--- config.mk ---
export PLATFORM = sky130hd
export DESIGN_NAME = stack_machine_alu_unit_flat
export DESIGN_NICKNAME = d
export VERILOG_FILES = /design/src/hw/rtl/sma_pkg.sv /design/src/hw/rtl/sma_if.sv /design/src/hw/rtl/sma_front.sv /design/src/hw/rtl/sma_back.sv /design/src/hw/rtl/stack_machine_alu_unit.sv /design/src/flat_wrapper.sv
export SDC_FILE = /design/constraint.sdc
export NUM_CORES = 2
export LEC_CHECK = 0
export ABC_AREA = 0
export BUFFER_PORTS_ARGS = -buffer_cell sky130_fd_sc_hd__buf_2
export CORE_MARGIN = 2
export CORE_UTILIZATION = 34
export CTS_CLUSTER_DIAMETER = 60
export DETAILED_ROUTE_END_ITERATION = 7
export SLEW_MARGIN = 20
export SYNTH_ARGS = -nofsm -noshare
export SYNTH_HDL_FRONTEND = slang
export SYNTH_SLANG_ARGS = --single-unit
export TNS_END_PERCENT = 30
--- constraint.sdc ---
create_clock -name clk_i -period 7 [get_ports clk_i]
set_clock_uncertainty 0.2 [all_clocks]
set_input_delay 1.05 -clock clk_i [delete_from_list [all_inputs] [get_ports clk_i]]
set_output_delay 1.05 -clock clk_i [all_outputs]
set_load 0.005 [all_outputs]
--- src/hw/rtl/sma_pkg.sv ---
`timescale 1ns / 1ps
package sma_pkg;

  localparam int unsigned DataW = 32;
  localparam int unsigned ActW = 3;
  localparam int unsigned DepthW = 7;
  localparam int unsigned StatusW = 3;
  localparam int unsigned StackDepthDefault = 64;
  localparam int unsigned QueueDepth = 2;

  typedef enum logic [ActW-1:0] {
    ACT_PUSH = 3'd0,
    ACT_ADD  = 3'd1,
    ACT_SUB  = 3'd2,
    ACT_MUL  = 3'd3,
    ACT_DIV  = 3'd4,
    ACT_SQRT = 3'd5,
    ACT_NOP6 = 3'd6,
    ACT_NOP7 = 3'd7
  } action_e;

  typedef enum logic [StatusW-1:0] {
    ST_OK      = 3'd0,
    ST_UNDER   = 3'd1,
    ST_OVER    = 3'd2,
    ST_DIVZ    = 3'd3,
    ST_NEGROOT = 3'd4
  } status_e;

  // Classified operation handed from front to back.
  typedef enum logic [2:0] {
    OP_NONE,
    OP_PUSH,
    OP_BIN,
    OP_SQRT
  } op_e;

  typedef struct packed {
    op_e                 op;
    action_e             action;
    logic [DataW-1:0]    push_value;
  } cmd_t;

  typedef enum logic [2:0] {
    S_IDLE,
    S_READ,
    S_EXEC,
    S_ITER,
    S_WRITE,
    S_OUT
  } state_e;

endpackage

--- src/hw/rtl/sma_if.sv ---
`timescale 1ns / 1ps
interface sma_in_if;
  logic                        valid;
  logic                        ready;
  logic [sma_pkg::ActW-1:0]    action;
  logic signed [sma_pkg::DataW-1:0] push_value;
  modport source (output valid, action, push_value, input ready);
  modport sink (input valid, action, push_value, output ready);
endinterface

interface sma_out_if;
  logic                             valid;
  logic                             ready;
  logic signed [sma_pkg::DataW-1:0] top_value;
  logic [sma_pkg::DepthW-1:0]       depth;
  logic [sma_pkg::StatusW-1:0]      status;
  modport source (output valid, top_value, depth, status, input ready);
  modport sink (input valid, top_value, depth, status, output ready);
endinterface

--- src/hw/rtl/sma_front.sv ---
`timescale 1ns / 1ps
module sma_front (
  input  logic        clk_i,
  input  logic        rst_ni,
  sma_in_if.sink      in_if,
  output logic        cmd_valid_o,
  input  logic        cmd_ready_i,
  output sma_pkg::cmd_t cmd_o
);

  localparam int unsigned PtrW = $clog2(sma_pkg::QueueDepth);

  sma_pkg::cmd_t            mem_q [sma_pkg::QueueDepth];
  logic [PtrW-1:0]          wr_q, wr_d, rd_q, rd_d;
  logic [PtrW:0]            cnt_q, cnt_d;
  sma_pkg::cmd_t            cmd_in;
  logic                     push, pop;

  always_comb begin
    cmd_in.action = sma_pkg::action_e'(in_if.action);
    cmd_in.push_value = in_if.push_value;
    unique case (sma_pkg::action_e'(in_if.action))
      sma_pkg::ACT_PUSH: cmd_in.op = sma_pkg::OP_PUSH;
      sma_pkg::ACT_ADD, sma_pkg::ACT_SUB, sma_pkg::ACT_MUL,
      sma_pkg::ACT_DIV: cmd_in.op = sma_pkg::OP_BIN;
      sma_pkg::ACT_SQRT: cmd_in.op = sma_pkg::OP_SQRT;
      default: cmd_in.op = sma_pkg::OP_NONE;
    endcase
  end

  assign in_if.ready = (cnt_q != (PtrW+1)'(sma_pkg::QueueDepth));
  assign cmd_valid_o = (cnt_q != '0);
  assign cmd_o = mem_q[rd_q];
  assign push = in_if.valid && in_if.ready;
  assign pop = cmd_valid_o && cmd_ready_i;

  always_comb begin
    wr_d = push ? wr_q + 1'b1 : wr_q;
    rd_d = pop ? rd_q + 1'b1 : rd_q;
    cnt_d = cnt_q + (PtrW+1)'(push) - (PtrW+1)'(pop);
  end

  always_ff @(posedge clk_i or negedge rst_ni) begin
    if (!rst_ni) begin
      wr_q <= '0;
      rd_q <= '0;
      cnt_q <= '0;
    end else begin
      wr_q <= wr_d;
      rd_q <= rd_d;
      cnt_q <= cnt_d;
    end
  end

  always_ff @(posedge clk_i) begin
    if (push) begin
      mem_q[wr_q] <= cmd_in;
    end
  end

endmodule

--- src/hw/rtl/sma_back.sv ---
`timescale 1ns / 1ps
module sma_back #(
  parameter int unsigned STACK_DEPTH = sma_pkg::StackDepthDefault
) (
  input  logic          clk_i,
  input  logic          rst_ni,
  input  logic          cmd_valid_i,
  output logic          cmd_ready_o,
  input  sma_pkg::cmd_t cmd_i,
  sma_out_if.source     out_if
);

  localparam int unsigned AddrW = (STACK_DEPTH > 1) ? $clog2(STACK_DEPTH) : 1;
  localparam int unsigned CntW = $clog2(STACK_DEPTH + 1);
  localparam int unsigned W = sma_pkg::DataW;
  localparam int unsigned StepW = $clog2(W + 1);

  logic [W-1:0]       mem_q [STACK_DEPTH];
  logic [W-1:0]       rd_data_q;
  logic [AddrW-1:0]   rd_addr;
  logic               rd_en;
  logic [AddrW-1:0]   wr_addr;
  logic               wr_en;
  logic [W-1:0]       wr_data;

  sma_pkg::state_e    state_q, state_d;
  sma_pkg::cmd_t      cmd_q, cmd_d;
  logic [CntW-1:0]    cnt_q, cnt_d;
  logic [W-1:0]       top_q, top_d;
  logic [W-1:0]       below_q, below_d;
  logic [W-1:0]       res_q, res_d;
  logic [W-1:0]       rem_q, rem_d;
  logic [W-1:0]       quo_q, quo_d;
  logic [StepW-1:0]   step_q, step_d;
  logic               neg_q, neg_d;
  logic [sma_pkg::StatusW-1:0] st_q, st_d;
  logic               ov_q, ov_d;
  logic [W-1:0]       otop_q, otop_d;
  logic [sma_pkg::DepthW-1:0] odep_q, odep_d;
  logic [sma_pkg::StatusW-1:0] ost_q, ost_d;

  logic [W-1:0]       mag_top, mag_below;
  logic [W:0]         trial;
  logic [W+1:0]       sq_trial;
  logic [W-1:0]       prod;
  logic [W-1:0]       sq_rem2;

  assign mag_top = top_q[W-1] ? (W)'(0) - top_q : top_q;
  assign mag_below = below_q[W-1] ? (W)'(0) - below_q : below_q;
  assign prod = below_q * top_q;
  // divide step: shift remainder left by one dividend bit
  assign trial = {rem_q, quo_q[W-1]} - {1'b0, mag_top};
  // root step: two radicand bits per cycle; remainder in rem_q, radicand in quo_q
  assign sq_rem2 = quo_q;
  assign sq_trial = {rem_q, sq_rem2[W-1:W-2]} - {res_q, 2'b01};

  always_ff @(posedge clk_i) begin
    if (wr_en) begin
      mem_q[wr_addr] <= wr_data;
    end
    if (rd_en) begin
      rd_data_q <= mem_q[rd_addr];
    end
  end

  always_comb begin
    state_d = state_q;
    cmd_d = cmd_q;
    cnt_d = cnt_q;
    top_d = top_q;
    below_d = below_q;
    res_d = res_q;
    rem_d = rem_q;
    quo_d = quo_q;
    step_d = step_q;
    neg_d = neg_q;
    st_d = st_q;
    ov_d = ov_q;
    otop_d = otop_q;
    odep_d = odep_q;
    ost_d = ost_q;
    cmd_ready_o = 1'b0;
    rd_en = 1'b0;
    rd_addr = '0;
    wr_en = 1'b0;
    wr_addr = '0;
    wr_data = res_q;
    if (ov_q && out_if.ready) begin
      ov_d = 1'b0;
    end
    unique case (state_q)
      sma_pkg::S_IDLE: begin
        cmd_ready_o = 1'b1;
        if (cmd_valid_i) begin
          cmd_d = cmd_i;
          st_d = sma_pkg::ST_OK;
          unique case (cmd_i.op)
            sma_pkg::OP_PUSH: begin
              if (cnt_q == CntW'(STACK_DEPTH)) begin
                st_d = sma_pkg::ST_OVER;
                state_d = sma_pkg::S_OUT;
              end else begin
                wr_en = 1'b1;
                wr_addr = cnt_q[AddrW-1:0];
                wr_data = cmd_i.push_value;
                top_d = cmd_i.push_value;
                cnt_d = cnt_q + 1'b1;
                state_d = sma_pkg::S_OUT;
              end
            end
            sma_pkg::OP_BIN: begin
              if (cnt_q < CntW'(2)) begin
                st_d = sma_pkg::ST_UNDER;
                state_d = sma_pkg::S_OUT;
              end else begin
                rd_en = 1'b1;
                rd_addr = AddrW'(cnt_q - CntW'(2));
                state_d = sma_pkg::S_READ;
              end
            end
            sma_pkg::OP_SQRT: begin
              if (cnt_q == '0) begin
                st_d = sma_pkg::ST_UNDER;
              end else if (top_q[W-1]) begin
                st_d = sma_pkg::ST_NEGROOT;
              end else begin
                quo_d = top_q;
                rem_d = '0;
                res_d = '0;
                step_d = StepW'(W / 2);
                state_d = sma_pkg::S_ITER;
              end
              if (state_d != sma_pkg::S_ITER) begin
                state_d = sma_pkg::S_OUT;
              end
            end
            default: state_d = sma_pkg::S_OUT;
          endcase
        end
      end
      sma_pkg::S_READ: begin
        below_d = rd_data_q;
        state_d = sma_pkg::S_EXEC;
      end
      sma_pkg::S_EXEC: begin
        res_d = res_q;
        priority case (cmd_q.action)
          sma_pkg::ACT_ADD: res_d = below_q + top_q;
          sma_pkg::ACT_SUB: res_d = below_q - top_q;
          sma_pkg::ACT_MUL: res_d = prod;
          default: ;
        endcase
        if (cmd_q.action == sma_pkg::ACT_DIV) begin
          if (top_q == '0) begin
            st_d = sma_pkg::ST_DIVZ;
            state_d = sma_pkg::S_OUT;
          end else begin
            quo_d = mag_below;
            rem_d = '0;
            neg_d = below_q[W-1] ^ top_q[W-1];
            step_d = StepW'(W);
            state_d = sma_pkg::S_ITER;
          end
        end else begin
          state_d = sma_pkg::S_WRITE;
        end
      end
      sma_pkg::S_ITER: begin
        if (cmd_q.op == sma_pkg::OP_SQRT) begin
          if (!sq_trial[W+1]) begin
            rem_d = sq_trial[W-1:0];
            res_d = {res_q[W-2:0], 1'b1};
          end else begin
            rem_d = {rem_q[W-3:0], sq_rem2[W-1:W-2]};
            res_d = {res_q[W-2:0], 1'b0};
          end
          quo_d = {quo_q[W-3:0], 2'b00};
        end else begin
          if (!trial[W]) begin
            rem_d = trial[W-1:0];
            quo_d = {quo_q[W-2:0], 1'b1};
          end else begin
            rem_d = {rem_q[W-2:0], quo_q[W-1]};
            quo_d = {quo_q[W-2:0], 1'b0};
          end
        end
        step_d = step_q - 1'b1;
        if (step_q == StepW'(1)) begin
          state_d = sma_pkg::S_WRITE;
        end
        if (step_q == StepW'(1) && cmd_q.op != sma_pkg::OP_SQRT) begin
          res_d = neg_q ? (W)'(0) - quo_d : quo_d;
        end
      end
      sma_pkg::S_WRITE: begin
        wr_en = 1'b1;
        top_d = res_q;
        wr_data = res_q;
        if (cmd_q.op == sma_pkg::OP_SQRT) begin
          wr_addr = AddrW'(cnt_q - 1'b1);
        end else begin
          wr_addr = AddrW'(cnt_q - CntW'(2));
          cnt_d = cnt_q - 1'b1;
        end
        state_d = sma_pkg::S_OUT;
      end
      sma_pkg::S_OUT: begin
        if (!ov_q || out_if.ready) begin
          ov_d = 1'b1;
          otop_d = (cnt_q == '0) ? '0 : top_q;
          odep_d = sma_pkg::DepthW'(cnt_q);
          ost_d = st_q;
          // top_q already holds the top after a pop
          state_d = sma_pkg::S_IDLE;
        end
      end
      default: state_d = sma_pkg::S_IDLE;
    endcase
  end

  assign out_if.valid = ov_q;
  assign out_if.top_value = otop_q;
  assign out_if.depth = odep_q;
  assign out_if.status = ost_q;

  always_ff @(posedge clk_i or negedge rst_ni) begin
    if (!rst_ni) begin
      state_q <= sma_pkg::S_IDLE;
      cnt_q <= '0;
      ov_q <= 1'b0;
    end else begin
      state_q <= state_d;
      cnt_q <= cnt_d;
      ov_q <= ov_d;
    end
  end

  always_ff @(posedge clk_i) begin
    cmd_q <= cmd_d;
    top_q <= top_d;
    below_q <= below_d;
    res_q <= res_d;
    rem_q <= rem_d;
    quo_q <= quo_d;
    step_q <= step_d;
    neg_q <= neg_d;
    st_q <= st_d;
    otop_q <= otop_d;
    odep_q <= odep_d;
    ost_q <= ost_d;
  end

endmodule

--- src/hw/rtl/stack_machine_alu_unit.sv ---
`timescale 1ns / 1ps
// Stack machine arithmetic unit.
// in_if carries one action per beat (push, add, subtract, multiply, divide,
// square root); out_if returns one beat per action with the new top of
// stack, the depth and a status code. Both use valid/ready.
// A two-entry command queue sits behind in_if, so up to two actions are
// taken while the execution side is busy or the output is stalled.
// Divide produces one quotient bit per cycle by shift and subtract;
// square root produces one root bit per cycle.
// One action executes at a time; the stack memory read port and the
// iterative unit set how long each action takes.
// The result register holds its beat until out_if.ready; the back end then
// waits and the queue fills, after which in_if.ready drops.
// Reset empties the stack and the queue; stack contents are not cleared,
// only entries below the depth count are ever read.
module stack_machine_alu_unit #(
  parameter int unsigned STACK_DEPTH = sma_pkg::StackDepthDefault
) (
  input  logic clk_i,
  input  logic rst_ni,
  sma_in_if.sink    in_if,
  sma_out_if.source out_if
);

  logic          cmd_valid;
  logic          cmd_ready;
  sma_pkg::cmd_t cmd;

  sma_front u_front (
    .clk_i       (clk_i),
    .rst_ni      (rst_ni),
    .in_if       (in_if),
    .cmd_valid_o (cmd_valid),
    .cmd_ready_i (cmd_ready),
    .cmd_o       (cmd)
  );

  sma_back #(
    .STACK_DEPTH (STACK_DEPTH)
  ) u_back (
    .clk_i       (clk_i),
    .rst_ni      (rst_ni),
    .cmd_valid_i (cmd_valid),
    .cmd_ready_o (cmd_ready),
    .cmd_i       (cmd),
    .out_if      (out_if)
  );

endmodule
--- src/flat_wrapper.sv ---
// flat-port wrapper written by rule: the top's interface ports become plain ports
module stack_machine_alu_unit_flat 
#(
  parameter int unsigned STACK_DEPTH = sma_pkg::StackDepthDefault
)
  (clk_i, rst_ni, in_if_valid, in_if_action, in_if_push_value, in_if_ready, out_if_valid, out_if_top_value, out_if_depth, out_if_status, out_if_ready);
  sma_in_if in_if_i ();
  sma_out_if out_if_i ();
  input  logic clk_i;
  input  logic rst_ni;
  input wire logic [$bits(in_if_i.valid)-1:0] in_if_valid;
  input wire logic [$bits(in_if_i.action)-1:0] in_if_action;
  input wire logic [$bits(in_if_i.push_value)-1:0] in_if_push_value;
  output wire logic [$bits(in_if_i.ready)-1:0] in_if_ready;
  output wire logic [$bits(out_if_i.valid)-1:0] out_if_valid;
  output wire logic [$bits(out_if_i.top_value)-1:0] out_if_top_value;
  output wire logic [$bits(out_if_i.depth)-1:0] out_if_depth;
  output wire logic [$bits(out_if_i.status)-1:0] out_if_status;
  input wire logic [$bits(out_if_i.ready)-1:0] out_if_ready;
  assign in_if_i.valid = in_if_valid;
  assign in_if_i.action = in_if_action;
  assign in_if_i.push_value = in_if_push_value;
  assign in_if_ready = in_if_i.ready;
  assign out_if_valid = out_if_i.valid;
  assign out_if_top_value = out_if_i.top_value;
  assign out_if_depth = out_if_i.depth;
  assign out_if_status = out_if_i.status;
  assign out_if_i.ready = out_if_ready;
  stack_machine_alu_unit #(.STACK_DEPTH(STACK_DEPTH)) u_core (.clk_i(clk_i), .rst_ni(rst_ni), .in_if(in_if_i), .out_if(out_if_i));
endmodule
==> results.yml <==
route:
  routed_wirelength_normalized_by_instance_count_um: 27.1
  drt-initial-drc-count: 10100
  detail-route-antenna-nets: 0
  detail_route.first_pass.iterations: 6
  num_vias: 84300
  wirelength_um: 406000
  average_vias_per_placed_instance: 5.62
  drc: 0
placement:
  routabilityCongestion: 0.941
  port_buf_inserts: 82
  dp_hpwl_um: 264000
  numPlacedInstances: 14500
timing:
  hold_ws_ns: 0.175
  layout_min_cycle_time_ns: 7.73
  timing_worst_slew_pin_value_ns: 1.19
  slew_viol_final: 0
  slew_headroom: 0.203
  timing.final.setup_violations: 22
  timing.final.ws_setup_ns: -0.727
  fmaxAchievable_mhz: 129
  post-route-period-util: 1.10
  hold_viol: 0
  grt_setup_unrepaired: "yes"
floorplan:
  placement_rows: 218
  starting_density_of_the_core: 0.341
  design.core.area_um2: 352000
  dieHeight_um: 598
  die_area_um2: 358000
  die_x_um: 598
  floorplan.io_pins: 83
grt:
  grt_usage: 0.223
  grt_remaining_overflow: 0
  antenna_found_initial: 20
  grt_first_pass_wirelength_um: 585000
  maximum_number_of_pins_on_one_net_before_global_route_repair: 130
  number_of_global_route_vias_before_repair: 82900
run_status:
  violations: "setup timing"
  run_status: "finished with violations"
clock_network:
  cts-root-buf: "clkbuf_16"
  cts_buffers: 270
  clock_path_buffers: 4
  clock_sinks: 2386
  clkTransAtPathRegs_ns: 0.06
  clk-insertion-delay-late_ns: 0.93
  cts.htree.levels: 5
  tritoncts: "built"
setup_path:
  crit_type: "reg -> reg"
  end_kind: "flip-flop"
  path_max_fanout: 5
  worst_ep_arrival_time_ns: 8.11
  critPathRequiredTime_ns: 7.38
  critical_path.startpoint_type: "flip-flop"
synthesis:
  synth_sequential_area_ratio: 0.597
  synth.top_cells.by_area: "edfxtp_1 (59%), fa_1 (6.8%), nand2_1 (4.6%), ha_1 (2.4%), mux2i_1 (2.0%)"
  synth_top_cell_area_share: 0.594
  synth_top_flop_cell: "edfxtp_1"
  post_synth.cell_area_avg_um2: 12.3
  yosys.cell_types.count: 87
  netlist_instances: 9734
  yosys_register_bits: 2386
  synth_enable_flop_cells: 2371
  proportion_of_register_bits_with_asynchronous_set_or_reset_after_synthesis: 0.00629
  yosys.area.top_type: "edfxtp_1"
  synth-warning-count: 0
  synth_area_um2: 120000
  synthesis.nets: 10400
cells_and_area:
  finalCoreUtilization: 0.398
  syn2layout_area_growth_pct: 16.8
  instances_no_fill: 15000
  share_of_final_layout_standard_cells_stronger_than_drive_strength_1: 0.150
  number_of_nets_at_the_end_of_the_flow: 10800
flow_run:
  maxCapViolCount: 0
worst_hold_path:
  hp-class: "in -> reg"
-- cell families after synthesis --
group / count (synthesis) / share of synthesized area
xor gates and xnor gates: 298 / 0.0218
DFF: 2386 / 0.597
AOI/OAI and AO/OA: 1836 / 0.0990
muxes: 286 / 0.0275
buffers and inverters: 1131 / 0.0375
and+or+nand+nor: 3155 / 0.125
adders and majority gates: 642 / 0.0926
-- worst max-delay path, stage by stage, from the launching register on --
cell and delay (ns):
edfxtp_1 0.41, buf_6 0.15, buf_6 0.12, buf_12 0.12, buf_4 0.14, and2_1 0.18, fa_1 0.53, inv_1 0.05
fa_1 0.45, fa_1 0.52, fa_1 0.55, inv_1 0.06, ha_4 0.22, ha_4 0.26, fa_2 0.47, fa_1 0.52
ha_2 0.36, o21ai_2 0.06, nor4b_1 0.60, nor4bb_4 0.11, o21ai_2 0.15, a21oi_4 0.11, o41ai_4 0.38, a31oi_4 0.14
xnor2_1 0.15, a2111oi_2 0.37, a311oi_1 0.07
-- synthesized netlist by cell type, types with 31 or more instances --
master	n
and2_1	346
edfxtp_1	2371
mux2i_1	238
fa_1	410
nor3_1	57
o31ai_1	43
o22ai_1	48
a21o_1	48
buf_2	142
xor2_1	122
ha_1	232
and3_1	188
a311oi_1	40
nand2_1	1476
a31oi_1	226
or2_2	59
o211ai_1	261
nor2_1	319
nand2b_1	35
a211oi_1	176
inv_1	450
a21oi_1	377
mux4_2	33
xnor2_1	175
o2111ai_1	31
buf_1	37
clkbuf_1	483
nand3_1	267
or3_1	290
o21ai_0	372
o221ai_1	41
-- cell usage in the layout (no fill, tap or decap), drive strengths merged, types with 122 or more instances in the layout --
cell type | netlist | layout
edfxtp | 2371 | 2371
nand2 | 1476 | 1476
buf | 195 | 834
inv | 451 | 474
fa | 410 | 410
o21ai | 382 | 382
a21oi | 377 | 377
and2 | 346 | 346
clkbuf | 483 | 334
nor2 | 320 | 320
or3 | 294 | 294
nand3 | 268 | 268
o211ai | 261 | 261
mux2i | 238 | 238
ha | 232 | 232
a31oi | 226 | 226
and3 | 188 | 188
a211oi | 176 | 176
xnor2 | 176 | 176
xor2 | 122 | 122
-- stage by stage --
stage	area, um2	setup slack, ns	setup TNS (ns)
after global routing	140000	-0.941	-11.95
after CTS	140000	-0.624	-7.53
after detailed placement	130000	-1.08	-14.84
after global placement	130000	-1.01	-13.82
final	140000	-0.727	-7.69
after floorplan	120000	-0.613	-2.39
-- state kept, by name, indices dropped and copies added, names as in the netlist --
register,count
u_core.u_back.below_q,32
u_core.u_back.cmd_q,5
u_core.u_back.cnt_q,7
u_core.u_back.mem_q,2048
u_core.u_back.neg_q,1
u_core.u_back.out_if.depth,7
u_core.u_back.out_if.status,3
u_core.u_back.out_if.top_value,32
u_core.u_back.out_if.valid,1
u_core.u_back.quo_q,32
u_core.u_back.rd_data_q,32
u_core.u_back.rem_q,32
u_core.u_back.res_q,32
u_core.u_back.st_q,3
u_core.u_back.state_q,3
u_core.u_back.step_q,6
u_core.u_back.top_q,32
u_core.u_front.cnt_q,2
u_core.u_front.mem_q,74
u_core.u_front.rd_q,1
u_core.u_front.wr_q,1
-- layout make-up --
type                    instances  area, um2
multi-input cells            6217      45500
clock inverters               135       1360
flip-flops and latches       2386      71600
repair buffers                835       7090
fillers                     32800     212000
clock buffers                 334       7020
inverters                     453       1720
well taps                    4620       5780
diodes                         14       35.0
-- repair_timing --
action                                 in CTS  in global routing
buffers inserted                           44                  2
setup endpoints to repair                  24                 37
endpoints found under the hold margin      15                  0
hold buffers                                1                  0
pin swaps                                  85                 21
resized for setup                         119                 46
-- routing by layer --
metal  vias up  global-route usage  share of wire
met4        14               0.105          0.052
met3       854              0.0363          0.087
met1     42900               0.292           0.39
li1      36300                   -              -
met2      4187               0.360           0.47
met5         -                   0        0.00023
-- path summary, 6_finish.rpt --
path / start / endpoint / slack, ns / cells after the start
max in group asynchronous: rst_ni / u_core.u_back.cnt_q[0] / 5.81 / 2
setup / recovery: u_core.u_back.top_q[2] / u_core.u_back.res_q[31] / -0.73 / 26
hold / removal: in_if_push_value[14] / u_core.u_front.mem_q[1][14] / 0.17 / 1
setup reg to reg: u_core.u_back.top_q[2] / u_core.u_back.res_q[31] / -0.73 / 26
hold reg to reg: u_core.u_back.rd_data_q[23] / u_core.u_back.below_q[23] / 0.22 / 0
min in group asynchronous: rst_ni / u_core.u_back.out_if.valid / 0.45 / 2
Power is left out: the tool's default activity adds up to more than one toggle a clock period on the data nets, which glitch-free logic cannot reach.
